--- src/hdl/lrcm_pkg.sv ---
// Shared types, constants and helper functions for the LED rectangle coordinate mapper.
// Used by every module of the block. Depends on nothing.
package lrcm_pkg;

  localparam int IDX_W      = 12;
  localparam int SIDE_W     = 11;
  localparam int ORG_W      = 10;
  localparam int ORIENT_W   = 7;
  localparam int LEDS_W     = 13;
  localparam int AREA_W     = 2 * SIDE_W - 1;
  localparam int PIX_W      = 20;
  localparam int PROD_W     = 2 * SIDE_W;
  localparam int CFG_W      = 13;
  localparam int CFG_IDX_W  = 3;

  localparam int MAX_SIDE   = 1024;
  localparam int MAX_LEDS   = 4096;

  localparam int QUEUE_DEPTH = 4;
  localparam int QPTR_W      = $clog2(QUEUE_DEPTH);
  localparam int QCNT_W      = $clog2(QUEUE_DEPTH + 1);

  localparam int DIV_BITS   = 3;
  localparam int DIV_STAGES = IDX_W / DIV_BITS;

  // Orientation register fields.
  localparam int ORIENT_FLIPX     = 4;
  localparam int ORIENT_FLIPY     = 5;
  localparam int ORIENT_TRANSPOSE = 6;

  localparam logic [1:0] SERP_NONE  = 2'd0;
  localparam logic [1:0] SERP_HORIZ = 2'd1;
  localparam logic [1:0] SERP_VERT  = 2'd2;

  localparam logic [1:0] ROT_0   = 2'd0;
  localparam logic [1:0] ROT_90  = 2'd1;
  localparam logic [1:0] ROT_180 = 2'd2;
  localparam logic [1:0] ROT_270 = 2'd3;

  typedef enum logic [CFG_IDX_W-1:0] {
    REG_FRAME_WIDTH  = 3'd0,
    REG_FRAME_HEIGHT = 3'd1,
    REG_RECT_X       = 3'd2,
    REG_RECT_Y       = 3'd3,
    REG_RECT_WIDTH   = 3'd4,
    REG_RECT_HEIGHT  = 3'd5,
    REG_ORIENTATION  = 3'd6,
    REG_LED_COUNT    = 3'd7
  } reg_index_t;

  typedef struct packed {
    logic [SIDE_W-1:0]   frame_width;
    logic [SIDE_W-1:0]   frame_height;
    logic [ORG_W-1:0]    rect_x;
    logic [ORG_W-1:0]    rect_y;
    logic [SIDE_W-1:0]   rect_width;
    logic [SIDE_W-1:0]   rect_height;
    logic [ORIENT_W-1:0] orientation;
    logic [LEDS_W-1:0]   led_count;
  } cfg_t;

  // One word in the queue between the front and the back.
  typedef struct packed {
    logic [IDX_W-1:0] idx;
    logic             used;
  } item_t;

  function automatic logic [SIDE_W-1:0] sat_side(logic [SIDE_W-1:0] v);
    return (v > SIDE_W'(MAX_SIDE)) ? SIDE_W'(MAX_SIDE) : v;
  endfunction

  function automatic logic [LEDS_W-1:0] sat_leds(logic [LEDS_W-1:0] v);
    return (v > LEDS_W'(MAX_LEDS)) ? LEDS_W'(MAX_LEDS) : v;
  endfunction

  // One restoring division step: returns {quotient bit, new remainder}.
  function automatic logic [SIDE_W:0] div_step(logic [SIDE_W-1:0] rem, logic b,
                                               logic [SIDE_W-1:0] d);
    logic [SIDE_W-1:0] sh;
    sh = {rem[SIDE_W-2:0], b};
    if (sh >= d) begin
      return {1'b1, SIDE_W'(sh - d)};
    end
    return {1'b0, sh};
  endfunction

endpackage

--- src/hdl/lrcm_front.sv ---
// Front end of the LED rectangle coordinate mapper: accepts LED indices and
// flags whether each one is used. Depends on lrcm_pkg.
module lrcm_front (
  input  logic                     in_valid,
  output logic                     in_ready,
  input  logic [lrcm_pkg::IDX_W-1:0] led_index,
  input  lrcm_pkg::cfg_t           cfg,
  output logic                     q_valid,
  input  logic                     q_ready,
  output lrcm_pkg::item_t          q_item
);

  logic [lrcm_pkg::SIDE_W-1:0] rw;
  logic [lrcm_pkg::SIDE_W-1:0] rh;
  logic [lrcm_pkg::LEDS_W-1:0] leds;
  logic [lrcm_pkg::AREA_W-1:0] area;
  logic [lrcm_pkg::AREA_W-1:0] limit;

  always_comb begin
    rw    = lrcm_pkg::sat_side(cfg.rect_width);
    rh    = lrcm_pkg::sat_side(cfg.rect_height);
    leds  = lrcm_pkg::sat_leds(cfg.led_count);
    area  = lrcm_pkg::AREA_W'(rw) * lrcm_pkg::AREA_W'(rh);
    limit = (area < lrcm_pkg::AREA_W'(leds)) ? area : lrcm_pkg::AREA_W'(leds);
  end

  assign in_ready    = q_ready;
  assign q_valid     = in_valid;
  assign q_item.idx  = led_index;
  assign q_item.used = (rw != '0) && (lrcm_pkg::AREA_W'(led_index) < limit);

endmodule

--- src/hdl/lrcm_queue.sv ---
// Short first-in first-out queue that decouples the front from the back.
// Depends on lrcm_pkg.
module lrcm_queue (
  input  logic            clk,
  input  logic            rst,
  input  logic            push_valid,
  output logic            push_ready,
  input  lrcm_pkg::item_t push_item,
  output logic            pop_valid,
  input  logic            pop_ready,
  output lrcm_pkg::item_t pop_item
);

  lrcm_pkg::item_t               mem [lrcm_pkg::QUEUE_DEPTH];
  logic [lrcm_pkg::QPTR_W-1:0]   wr_ptr;
  logic [lrcm_pkg::QPTR_W-1:0]   rd_ptr;
  logic [lrcm_pkg::QCNT_W-1:0]   count;
  logic                          push;
  logic                          pop;

  assign push_ready = (count != lrcm_pkg::QCNT_W'(lrcm_pkg::QUEUE_DEPTH));
  assign pop_valid  = (count != '0);
  assign pop_item   = mem[rd_ptr];
  assign push       = push_valid && push_ready;
  assign pop        = pop_valid && pop_ready;

  always_ff @(posedge clk) begin
    if (push) begin
      mem[wr_ptr] <= push_item;
    end
  end

  always_ff @(posedge clk) begin
    if (rst) begin
      wr_ptr <= '0;
      rd_ptr <= '0;
      count  <= '0;
    end else begin
      if (push) begin
        wr_ptr <= wr_ptr + 1'b1;
      end
      if (pop) begin
        rd_ptr <= rd_ptr + 1'b1;
      end
      if (push && !pop) begin
        count <= count + 1'b1;
      end else if (pop && !push) begin
        count <= count - 1'b1;
      end
    end
  end

endmodule

--- src/hdl/lrcm_div.sv ---
// Pipelined restoring divider that splits an LED index into row and column,
// three quotient bits per stage. Depends on lrcm_pkg.
module lrcm_div (
  input  logic                        clk,
  input  logic                        rst,
  input  logic                        en,
  input  logic                        in_valid,
  input  lrcm_pkg::item_t             in_item,
  input  logic [lrcm_pkg::SIDE_W-1:0] divisor,
  output logic                        out_valid,
  output logic                        out_used,
  output logic [lrcm_pkg::IDX_W-1:0]  out_quot,
  output logic [lrcm_pkg::SIDE_W-1:0] out_rem
);

  logic                        st_valid [lrcm_pkg::DIV_STAGES];
  logic                        st_used  [lrcm_pkg::DIV_STAGES];
  logic [lrcm_pkg::IDX_W-1:0]  st_dvd   [lrcm_pkg::DIV_STAGES];
  logic [lrcm_pkg::IDX_W-1:0]  st_quo   [lrcm_pkg::DIV_STAGES];
  logic [lrcm_pkg::SIDE_W-1:0] st_rem   [lrcm_pkg::DIV_STAGES];

  for (genvar s = 0; s < lrcm_pkg::DIV_STAGES; s++) begin : g_stage
    logic                        prev_valid;
    logic                        prev_used;
    logic [lrcm_pkg::IDX_W-1:0]  prev_dvd;
    logic [lrcm_pkg::IDX_W-1:0]  prev_quo;
    logic [lrcm_pkg::SIDE_W-1:0] prev_rem;
    logic [lrcm_pkg::IDX_W-1:0]  dvd_next;
    logic [lrcm_pkg::IDX_W-1:0]  quo_next;
    logic [lrcm_pkg::SIDE_W-1:0] rem_next;
    logic [lrcm_pkg::SIDE_W:0]   step;

    if (s == 0) begin : g_first
      assign prev_valid = in_valid;
      assign prev_used  = in_item.used;
      assign prev_dvd   = in_item.idx;
      assign prev_quo   = '0;
      assign prev_rem   = '0;
    end else begin : g_rest
      assign prev_valid = st_valid[s-1];
      assign prev_used  = st_used[s-1];
      assign prev_dvd   = st_dvd[s-1];
      assign prev_quo   = st_quo[s-1];
      assign prev_rem   = st_rem[s-1];
    end

    // Each step shifts the next dividend bit into the partial remainder.
    always_comb begin
      dvd_next = prev_dvd;
      quo_next = prev_quo;
      rem_next = prev_rem;
      step     = '0;
      for (int b = 0; b < lrcm_pkg::DIV_BITS; b++) begin
        step     = lrcm_pkg::div_step(rem_next, dvd_next[lrcm_pkg::IDX_W-1], divisor);
        quo_next = {quo_next[lrcm_pkg::IDX_W-2:0], step[lrcm_pkg::SIDE_W]};
        rem_next = step[lrcm_pkg::SIDE_W-1:0];
        dvd_next = {dvd_next[lrcm_pkg::IDX_W-2:0], 1'b0};
      end
    end

    always_ff @(posedge clk) begin
      if (rst) begin
        st_valid[s] <= 1'b0;
      end else if (en) begin
        st_valid[s] <= prev_valid;
      end
    end

    always_ff @(posedge clk) begin
      if (en) begin
        st_used[s] <= prev_used;
        st_dvd[s]  <= dvd_next;
        st_quo[s]  <= quo_next;
        st_rem[s]  <= rem_next;
      end
    end
  end

  assign out_valid = st_valid[lrcm_pkg::DIV_STAGES-1];
  assign out_used  = st_used[lrcm_pkg::DIV_STAGES-1];
  assign out_quot  = st_quo[lrcm_pkg::DIV_STAGES-1];
  assign out_rem   = st_rem[lrcm_pkg::DIV_STAGES-1];

endmodule

--- src/hdl/lrcm_back.sv ---
// Back end of the LED rectangle coordinate mapper: divides, transforms,
// offsets, bounds-checks and indexes each word. Depends on lrcm_pkg, lrcm_div.
module lrcm_back (
  input  logic                        clk,
  input  logic                        rst,
  input  lrcm_pkg::cfg_t              cfg,
  input  logic                        q_valid,
  output logic                        q_ready,
  input  lrcm_pkg::item_t             q_item,
  output logic                        out_valid,
  input  logic                        out_ready,
  output logic                        led_used,
  output logic                        in_frame,
  output logic [lrcm_pkg::SIDE_W-1:0] source_x,
  output logic [lrcm_pkg::SIDE_W-1:0] source_y,
  output logic [lrcm_pkg::PIX_W-1:0]  pixel_index
);

  logic                        adv;
  logic [lrcm_pkg::SIDE_W-1:0] rw;
  logic [lrcm_pkg::SIDE_W-1:0] rh;
  logic [lrcm_pkg::SIDE_W-1:0] fw;
  logic [lrcm_pkg::SIDE_W-1:0] fh;

  logic                        d_valid;
  logic                        d_used;
  logic [lrcm_pkg::IDX_W-1:0]  d_quot;
  logic [lrcm_pkg::SIDE_W-1:0] d_rem;

  logic [lrcm_pkg::SIDE_W-1:0] t_row_next;
  logic [lrcm_pkg::SIDE_W-1:0] t_col_next;
  logic                        t_valid;
  logic                        t_used;
  logic [lrcm_pkg::SIDE_W-1:0] t_row;
  logic [lrcm_pkg::SIDE_W-1:0] t_col;

  logic [lrcm_pkg::SIDE_W-1:0] a_sx_next;
  logic [lrcm_pkg::SIDE_W-1:0] a_sy_next;
  logic                        a_valid;
  logic                        a_used;
  logic                        a_in;
  logic [lrcm_pkg::SIDE_W-1:0] a_sx;
  logic [lrcm_pkg::SIDE_W-1:0] a_sy;

  logic                        m_valid;
  logic                        m_used;
  logic                        m_in;
  logic [lrcm_pkg::SIDE_W-1:0] m_sx;
  logic [lrcm_pkg::SIDE_W-1:0] m_sy;
  logic [lrcm_pkg::PROD_W-1:0] m_prod;
  logic [lrcm_pkg::PROD_W-1:0] pix_sum;

  // The whole pipeline moves together whenever the output register can take a word.
  assign adv     = !out_valid || out_ready;
  assign q_ready = adv;

  assign rw = lrcm_pkg::sat_side(cfg.rect_width);
  assign rh = lrcm_pkg::sat_side(cfg.rect_height);
  assign fw = lrcm_pkg::sat_side(cfg.frame_width);
  assign fh = lrcm_pkg::sat_side(cfg.frame_height);

  lrcm_div u_div (
    .clk       (clk),
    .rst       (rst),
    .en        (adv),
    .in_valid  (q_valid),
    .in_item   (q_item),
    .divisor   (rw),
    .out_valid (d_valid),
    .out_used  (d_used),
    .out_quot  (d_quot),
    .out_rem   (d_rem)
  );

  // Serpentine, transpose, rotation and flips. For a used LED the row stays
  // below the working height and the column below the working width.
  always_comb begin
    logic [lrcm_pkg::SIDE_W-1:0] r;
    logic [lrcm_pkg::SIDE_W-1:0] c;
    logic [lrcm_pkg::SIDE_W-1:0] w;
    logic [lrcm_pkg::SIDE_W-1:0] h;
    logic [lrcm_pkg::SIDE_W-1:0] tmp;
    r   = d_quot[lrcm_pkg::SIDE_W-1:0];
    c   = d_rem;
    w   = rw;
    h   = rh;
    tmp = '0;

    if (cfg.orientation[1:0] == lrcm_pkg::SERP_HORIZ && r[0]) begin
      c = w - 1'b1 - c;
    end else if (cfg.orientation[1:0] == lrcm_pkg::SERP_VERT && c[0]) begin
      r = h - 1'b1 - r;
    end

    if (cfg.orientation[lrcm_pkg::ORIENT_TRANSPOSE]) begin
      tmp = r; r = c; c = tmp;
      tmp = w; w = h; h = tmp;
    end

    case (cfg.orientation[3:2])
      lrcm_pkg::ROT_90: begin
        tmp = c;
        c   = h - 1'b1 - r;
        r   = tmp;
        tmp = w; w = h; h = tmp;
      end
      lrcm_pkg::ROT_180: begin
        r = h - 1'b1 - r;
        c = w - 1'b1 - c;
      end
      lrcm_pkg::ROT_270: begin
        tmp = w - 1'b1 - c;
        c   = r;
        r   = tmp;
        tmp = w; w = h; h = tmp;
      end
      default: begin
      end
    endcase

    if (cfg.orientation[lrcm_pkg::ORIENT_FLIPX]) begin
      c = w - 1'b1 - c;
    end
    if (cfg.orientation[lrcm_pkg::ORIENT_FLIPY]) begin
      r = h - 1'b1 - r;
    end

    t_row_next = r;
    t_col_next = c;
  end

  assign a_sx_next = lrcm_pkg::SIDE_W'(cfg.rect_x) + t_col;
  assign a_sy_next = lrcm_pkg::SIDE_W'(cfg.rect_y) + t_row;
  assign pix_sum   = m_prod + lrcm_pkg::PROD_W'(m_sx);

  always_ff @(posedge clk) begin
    if (rst) begin
      t_valid   <= 1'b0;
      a_valid   <= 1'b0;
      m_valid   <= 1'b0;
      out_valid <= 1'b0;
    end else if (adv) begin
      t_valid   <= d_valid;
      a_valid   <= t_valid;
      m_valid   <= a_valid;
      out_valid <= m_valid;
    end
  end

  always_ff @(posedge clk) begin
    if (adv) begin
      t_used      <= d_used;
      t_row       <= t_row_next;
      t_col       <= t_col_next;

      a_used      <= t_used;
      a_sx        <= a_sx_next;
      a_sy        <= a_sy_next;
      a_in        <= (a_sx_next < fw) && (a_sy_next < fh);

      m_used      <= a_used;
      m_in        <= a_used && a_in;
      m_sx        <= a_sx;
      m_sy        <= a_sy;
      m_prod      <= lrcm_pkg::PROD_W'(a_sy) * lrcm_pkg::PROD_W'(fw);

      // An unused LED reports all zeros.
      led_used    <= m_used;
      in_frame    <= m_in;
      source_x    <= m_used ? m_sx : '0;
      source_y    <= m_used ? m_sy : '0;
      pixel_index <= m_in ? pix_sum[lrcm_pkg::PIX_W-1:0] : '0;
    end
  end

endmodule

--- src/hdl/led_rectangle_coordinate_mapper.sv ---
// Top level of the LED rectangle coordinate mapper: configuration registers,
// front end, queue and back end. Depends on lrcm_pkg, lrcm_front, lrcm_queue, lrcm_back.
//
//   channel  direction  handshake               payload
//   input    in         in_valid / in_ready     led_index
//   output   out        out_valid / out_ready   led_used, in_frame, source_x,
//                                               source_y, pixel_index
//   config   in         cfg_we                  cfg_index, cfg_data
//
// One word is taken per clock while the queue has room. A word passes through the
// queue, the four divider stages, transform, offset, multiply and the output
// register, in that order.
// Synchronous reset clears config, valid flags and queue pointers; no clearing pass.
// When the output stalls, the back pipeline holds and the four-word queue fills
// before in_ready drops.
module led_rectangle_coordinate_mapper (
  input  logic                           clk,
  input  logic                           rst,
  input  logic                           cfg_we,
  input  logic [lrcm_pkg::CFG_IDX_W-1:0] cfg_index,
  input  logic [lrcm_pkg::CFG_W-1:0]     cfg_data,
  input  logic                           in_valid,
  output logic                           in_ready,
  input  logic [lrcm_pkg::IDX_W-1:0]     led_index,
  output logic                           out_valid,
  input  logic                           out_ready,
  output logic                           led_used,
  output logic                           in_frame,
  output logic [lrcm_pkg::SIDE_W-1:0]    source_x,
  output logic [lrcm_pkg::SIDE_W-1:0]    source_y,
  output logic [lrcm_pkg::PIX_W-1:0]     pixel_index
);

  lrcm_pkg::cfg_t  cfg;
  logic            fq_valid;
  logic            fq_ready;
  lrcm_pkg::item_t fq_item;
  logic            qb_valid;
  logic            qb_ready;
  lrcm_pkg::item_t qb_item;

  always_ff @(posedge clk) begin
    if (rst) begin
      cfg <= '0;
    end else if (cfg_we) begin
      case (lrcm_pkg::reg_index_t'(cfg_index))
        lrcm_pkg::REG_FRAME_WIDTH:  cfg.frame_width  <= cfg_data[lrcm_pkg::SIDE_W-1:0];
        lrcm_pkg::REG_FRAME_HEIGHT: cfg.frame_height <= cfg_data[lrcm_pkg::SIDE_W-1:0];
        lrcm_pkg::REG_RECT_X:       cfg.rect_x       <= cfg_data[lrcm_pkg::ORG_W-1:0];
        lrcm_pkg::REG_RECT_Y:       cfg.rect_y       <= cfg_data[lrcm_pkg::ORG_W-1:0];
        lrcm_pkg::REG_RECT_WIDTH:   cfg.rect_width   <= cfg_data[lrcm_pkg::SIDE_W-1:0];
        lrcm_pkg::REG_RECT_HEIGHT:  cfg.rect_height  <= cfg_data[lrcm_pkg::SIDE_W-1:0];
        lrcm_pkg::REG_ORIENTATION:  cfg.orientation  <= cfg_data[lrcm_pkg::ORIENT_W-1:0];
        lrcm_pkg::REG_LED_COUNT:    cfg.led_count    <= cfg_data[lrcm_pkg::LEDS_W-1:0];
        default: begin
        end
      endcase
    end
  end

  lrcm_front u_front (
    .in_valid  (in_valid),
    .in_ready  (in_ready),
    .led_index (led_index),
    .cfg       (cfg),
    .q_valid   (fq_valid),
    .q_ready   (fq_ready),
    .q_item    (fq_item)
  );

  lrcm_queue u_queue (
    .clk        (clk),
    .rst        (rst),
    .push_valid (fq_valid),
    .push_ready (fq_ready),
    .push_item  (fq_item),
    .pop_valid  (qb_valid),
    .pop_ready  (qb_ready),
    .pop_item   (qb_item)
  );

  lrcm_back u_back (
    .clk         (clk),
    .rst         (rst),
    .cfg         (cfg),
    .q_valid     (qb_valid),
    .q_ready     (qb_ready),
    .q_item      (qb_item),
    .out_valid   (out_valid),
    .out_ready   (out_ready),
    .led_used    (led_used),
    .in_frame    (in_frame),
    .source_x    (source_x),
    .source_y    (source_y),
    .pixel_index (pixel_index)
  );

endmodule

--- config.mk ---
export PLATFORM = sky130hd
export DESIGN_NAME = led_rectangle_coordinate_mapper
export DESIGN_NICKNAME = d
export VERILOG_FILES = /design/src/hdl/lrcm_pkg.sv /design/src/hdl/lrcm_front.sv /design/src/hdl/lrcm_queue.sv /design/src/hdl/lrcm_div.sv /design/src/hdl/lrcm_back.sv /design/src/hdl/led_rectangle_coordinate_mapper.sv
export SDC_FILE = /design/constraint.sdc
export NUM_CORES = 2
export LEC_CHECK = 0
export ABC_AREA = 1
export BUFFER_PORTS_ARGS = -buffer_cell sky130_fd_sc_hd__buf_2
export CAP_MARGIN = 25
export CORE_MARGIN = 2
export CORE_UTILIZATION = 56
export DETAILED_ROUTE_END_ITERATION = 8
export PLACE_DENSITY = 0.86
export REMOVE_ABC_BUFFERS = 1
export SLEW_MARGIN = 15
export SYNTH_ARGS = -nofsm -noshare
export SYNTH_HDL_FRONTEND = slang
export SYNTH_SLANG_ARGS = --single-unit
--- constraint.sdc ---
create_clock -name clk -period 7.8 [get_ports clk]
set_input_delay 0.78 -clock clk [delete_from_list [all_inputs] [get_ports clk]]
set_output_delay 0.78 -clock clk [all_outputs]
set_load 0.01 [all_outputs]
Word level (Yosys, flattened, before mapping)

Memories as Yosys holds them, arrays and structs flattened. A register that Yosys moved wholly into a read port is not among the register bits.
Index checks and enable logic that the tools add are counted.

Word-level logic and storage cells: 204
Flip-flop bits (word level): 228
Bits of input ports: 33
Memories: 6
Memory bits (writable): 188

Memory list:

| memory                | depth | bits a word | rd ports | clocked after Yosys merged registers in | write ports | line             | text |
|---|---|---|---|---|---|---|---|
| u_queue.mem           | 4     | 13          | 1        | 1                                       | 1           | lrcm_queue.sv:14 | `lrcm_pkg::item_t mem [lrcm_pkg::QUEUE_DEPTH];` |
| u_back.u_div.st_quo   | 4     | 12          | 4        | 0                                       | 4           | lrcm_div.sv:19   | `logic [lrcm_pkg::IDX_W-1:0] st_quo [lrcm_pkg::DIV_STAGES];` |
| u_back.u_div.st_rem   | 4     | 11          | 4        | 0                                       | 4           | lrcm_div.sv:20   | `logic [lrcm_pkg::SIDE_W-1:0] st_rem [lrcm_pkg::DIV_STAGES];` |
| u_back.u_div.st_dvd   | 4     | 9           | 3        | 0                                       | 4           | lrcm_div.sv:18   | `logic [lrcm_pkg::IDX_W-1:0] st_dvd [lrcm_pkg::DIV_STAGES];` |
| u_back.u_div.st_used  | 4     | 1           | 4        | 1                                       | 4           | lrcm_div.sv:17   | `logic st_used [lrcm_pkg::DIV_STAGES];` |
| u_back.u_div.st_valid | 4     | 1           | 4        | 1                                       | 4           | lrcm_div.sv:16   | `logic st_valid [lrcm_pkg::DIV_STAGES];` |

$mul: 2
$add $sub $neg: 31
Magnitude comparators: 21
Reduce and logical (&&, ||, !) cells: 26
Mux-type cells: 71
Eq/ne operators: 13
Bitwise operators: 4

Operator list:

| kind                                                   | count |
|---|---|
| 2-to-1 mux 12 bit                                      | 24 |
| subtractor 11 bit                                      | 17 |
| 2-to-1 mux 11 bit                                      | 15 |
| greater-or-equal comparator 11 bit                     | 11 |
| one-hot mux 11 bit (3 select lines)                    | 2 |
| subtractor 11 x 1 -> 11 bit (second input constant)    | 6 |
| greater-than comparator 11 bit (second input constant) | 4 |
| 2-to-1 mux 1 bit                                       | 24 |
| adder 10 x 11 -> 11 bit                                | 2 |
| < comparator 11 bit                                    | 2 |
| < comparator 12 x 21 -> 1 bit                          | 1 |
| < comparator 21 x 13 -> 1 bit                          | 1 |
| multiplier 11 x 11 -> 21 bit                           | 1 |
| 2-to-1 mux 21 bit                                      | 1 |
| adder 20 x 11 -> 20 bit                                | 1 |
| multiplier 11 x 11 -> 20 bit                           | 1 |
| AND reduction 2 bit                                    | 8 |
| greater-than comparator 13 bit (second input constant) | 1 |
| 2-to-1 mux 13 bit                                      | 1 |
| == test 3 bit (second input constant)                  | 4 |
| greater-or-equal comparator 1 x 11 -> 1 bit            | 1 |
| nonzero test 11 bit                                    | 1 |
| subtractor 1 x 11 -> 11 bit                            | 1 |
| logical AND 1 bit                                      | 9 |
| 17 further kinds                                       | 29 |

Longest topological paths before layout

Word-level depth: 11
Gate-level depth with buffers: 45
Depth with buffers taken out: 44

Hierarchy

Synthesis repeated with hierarchy kept, for this count alone.

Cell total of the unflattened synthesis: 4739
Area total of the unflattened synthesis: 36349.9 µm²

Modules (own cells, without submodules):

| module                          | instances | cells an instance | seq. area each (µm²) | area each (µm²) |
|---|---|---|---|---|
| lrcm_back                       | 1         | 1843              | 4134.0               | 14637.8 |
| lrcm_div                        | 1         | 1446              | 2912.8               | 10632.7 |
| lrcm_front                      | 1         | 771               | 0.0                  | 5265.0 |
| led_rectangle_coordinate_mapper | 1         | 485               | 1681.6               | 3348.2 |
| lrcm_queue                      | 1         | 194               | 1741.7               | 2466.1 |

Worst setup path before layout

Ideal clock, no wire load.

Path type: reg-to-reg
From: reg, netlist name cfg[36]
To: mem u_queue.mem[0][0] (netlist bit) (data pin)
Library setup time: 0.259 ns
Clock period less this slack: 8.339 ns
Arrival time: 8.080 ns
Path buffers: 1
Stages on the path, launching flop included: 32
Setup slack: -0.539 ns
Data required time: 7.541 ns
Path through: dfxtp_1 nor2_1 nand3_1 o21bai_4 inv_2 nor2_1 clkinv_1 nor2_1 fa_1 fa_1 fa_1 fa_1 inv_1 fa_1 inv_1 ha_1 a21oi_1 o21ai_0 xor2_1 ha_1 nand4_1 nor3_1 nand4_1 nand2_1 clkbuf_1 o21ai_0 ha_1 nand2_1 o21ai_0 nand4_1 nand3_1 nor2_1

RTL lines:

| what          | line |
|---|---|
| end, declared | lrcm_queue.sv:14 |

==> out/metrics.yaml <==
status:
  status: "finished, violations left"
  violations: "design-rule violations"
timing:
  period_needed_ns: 7.62
  worst_slack_ns: 0.185
  fmax_ghz: 0.131
  tns_ns: 0
  max-slew-margin-rel_pct: 37.2
  worst_pin_slew_ns: 0.941
  finalClockSkew_ns: 0.0361
  period_share_pct: 97.6
  slew_violations: 0
  setup_viol: 0
  hold_viol: 0
placed_design:
  port-buffer-count: 78
  gp_congestion: 1.01
  hpwl_um: 66900
  place_inst: 4995
  place_ws_ns: 0.0104
die:
  boundaryPins: 79
  rows: 89
  placeableCoreArea_um2: 59100
  die-area_um2: 61800
  die_w_um: 249
  die-height_um: 249
  start_util_pct: 56.6
logic_synthesis:
  synthAdderAreaFrac_pct: 23.8
  synth_area_um2: 33500
  avgSynthCellArea_um2: 8.02
  yosysMostFrequentCell: "nand2_1"
  synth_xor_area_share_pct: 4.16
  seq_area_frac_synth_pct: 30.9
  synth_edf_count: 280
  yosysTopAreaCell: "edfxtp_1"
  ys.flop_type: "edfxtp_1"
  yosysWarnings: 0
  yosys.area_share.simple_pct: 20.3
  netlist.area_leader.share_pct: 25.1
  synth_top_family_by_area: "adder cells"
  synth_common_cells: "nand2_1 (831), inv_1 (630), nor2_1 (460), ha_1 (352), o21ai_0 (349)"
  async_flop_share_pct: 0
  synth_cell_types: 59
  yosys-mux-area-fraction_pct: 0.0598
  netlist_instances: 4179
  yosys-top-cells-area: "edfxtp_1 (25%), ha_1 (13%), fa_1 (11%)"
  ys_seq_elements: 377
  synth-compound-area-share_pct: 12.1
critical_path:
  required_ns: 8.14
  crit_arrival_ns: 7.96
  slowest_stage: "fa_1"
  endpoint_kind: "register"
  worstSetupStartpointType: "register"
  path_max_fanout: 23
  max_stage_delay_ns: 0.57
  path_class: "reg -> reg"
  cpMostUsedCell: "nand2_1"
layout:
  multiInputGateArea_um2: 20500
  nets: 4844
  diodes: 0
  seqCellArea_um2: 10300
  finish.utilization_pct: 62.1
  finalNonFillerCells: 5087
  areaGrowthSynthToFinish_pct: 9.61
  fillers: 4710
  drive_above_1_share_pct: 8.69
global_route:
  grt-ovfl-total: 0
  grt_pass1_wl_um: 142000
  grt_pass1_vias: 28705
  grt_usage_pct: 28.3
  antenna_found_initial: 2
  grt_max_degree: 108
cts:
  clk_pin_slew_ns: 0.07
  cts.path.max_buffers: 3
  cts_root_buffer: "clkbuf_16"
  clock_latency_ns: 0.60
  numCtsBuffers: 42
  cts_tree: "yes"
  cts_hold_buf: 0
  clock_sinks: 377
  cts_max_level: 2
detailed_routing:
  vias: 29210
  first_pass_iters: 9
  drtIter0Drc: 2473
  drc: 13
  wl_per_cell_um: 17.6
  drt_wl_total_um: 89300
  vias_per_cell: 5.74
  antenna_left: 0
flow_run:
  cap_violations: 0
worst_hold_path:
  hold_class: "reg -> reg"
==> kinds of logic after synthesis <==
family	after synthesis
mux	2
compound gates	745
buf+inv	750
flops	377
simple gates	1615
xor+xnor	159
fa+ha+maj	531
==> timing repair <==
action,in CTS,in global routing
buffers inserted,0,12
cloned,0,0
pin swaps,0,15
endpoints found under the setup margin,13,38
resized for setup,2,80
==> metrics by stage <==
stage | cell area, um2 | hold slack (ns)
6_report | 36700 | 0.409
3_3_place_gp | 34900 | 0.402
4_1_cts | 36300 | 0.394
2_1_floorplan | 33100 | 0.400
5_1_grt | 36700 | 0.405
3_5_place_dp | 34900 | 0.405
==> routing by layer <==
layer / wire [um] / part of all wire [%] / vias up / track usage, %
met4: 5730 / 6.4 / 2 / 16.7
li1: - / - / 13936 / -
met1: 33300 / 37 / 13542 / 33.5
met2: 42600 / 48 / 1363 / 49.1
met5: 16 / 0.018 / - / 0
met3: 7590 / 8.5 / 367 / 4.35
==> final timing paths <==
path | startpoint | to | slack (ns) | cells after the start
worst min register to register | u_back.u_div.st_quo[2][5] | u_back.u_div.st_quo[3][8] | 0.41 | 0
worst max register to register | cfg[22] | u_queue.mem[2][0] | 0.18 | 38
worst max-delay path | cfg[22] | u_queue.mem[2][0] | 0.18 | 38
worst min-delay path | u_back.u_div.st_quo[2][5] | u_back.u_div.st_quo[3][8] | 0.41 | 0
==> layout by cell type (no fill, tap or decap), drive strengths merged, types with 5 or more instances in the layout <==
master,count
xnor2,68
edfxtp,280
nand3,190
or2,14
nand2,864
a21oi,249
o21a,8
nor3,19
inv,645
o21ai,376
a21boi,6
fa,179
buf,150
nor2,470
ha,352
xor2,91
dfxtp,97
clkinvlp,7
o21bai,17
nand4,30
nand3b,14
clkbuf,55
a31oi,12
nor4,11
o211ai,10
o22ai,24
a221oi,5
clkinv,24
a21o,14
o221ai,6
==> state kept, by name, indices dropped and copies added (netlist names), 2 cells and up, named ones only <==
signal                 cells
u_back.m_prod             20
u_back.t_row              11
u_back.a_sx               11
u_back.u_div.st_used       4
u_back.u_div.st_valid      4
u_queue.wr_ptr             2
u_back.pixel_index        20
u_queue.count              3
u_back.m_sx               11
u_back.u_div.st_rem       41
u_queue.rd_ptr             2
cfg                       84
u_back.source_y           11
u_back.u_div.st_quo       26
u_back.a_sy               11
u_back.m_sy               11
u_queue.mem               52
u_back.source_x           11
u_back.u_div.st_dvd       18
u_back.t_col              11
==> area by class of cell <==
class | count | share of cell area (%)
clock buffer | 54 | 3.07
clock inverter | 24 | 0.808
tap | 773 | 2.63
sequential | 377 | 28.2
inverter | 656 | 6.78
multi-input combinational | 3052 | 55.8
timing repair buffer | 151 | 2.71
==> worst max-delay path, delay by kind of cell (launching register included) <==
kind | cells | cell delay (ns)
compound gates | 3 | 0.39
xor+xnor | 1 | 0.24
fa+ha+maj | 7 | 3.33
buf+inv | 7 | 0.91
flops | 1 | 0.32
simple gates | 20 | 2.17
Power is left out: the tool's default activity adds up to more than one toggle a clock period on the data nets, which glitch-free logic cannot reach.
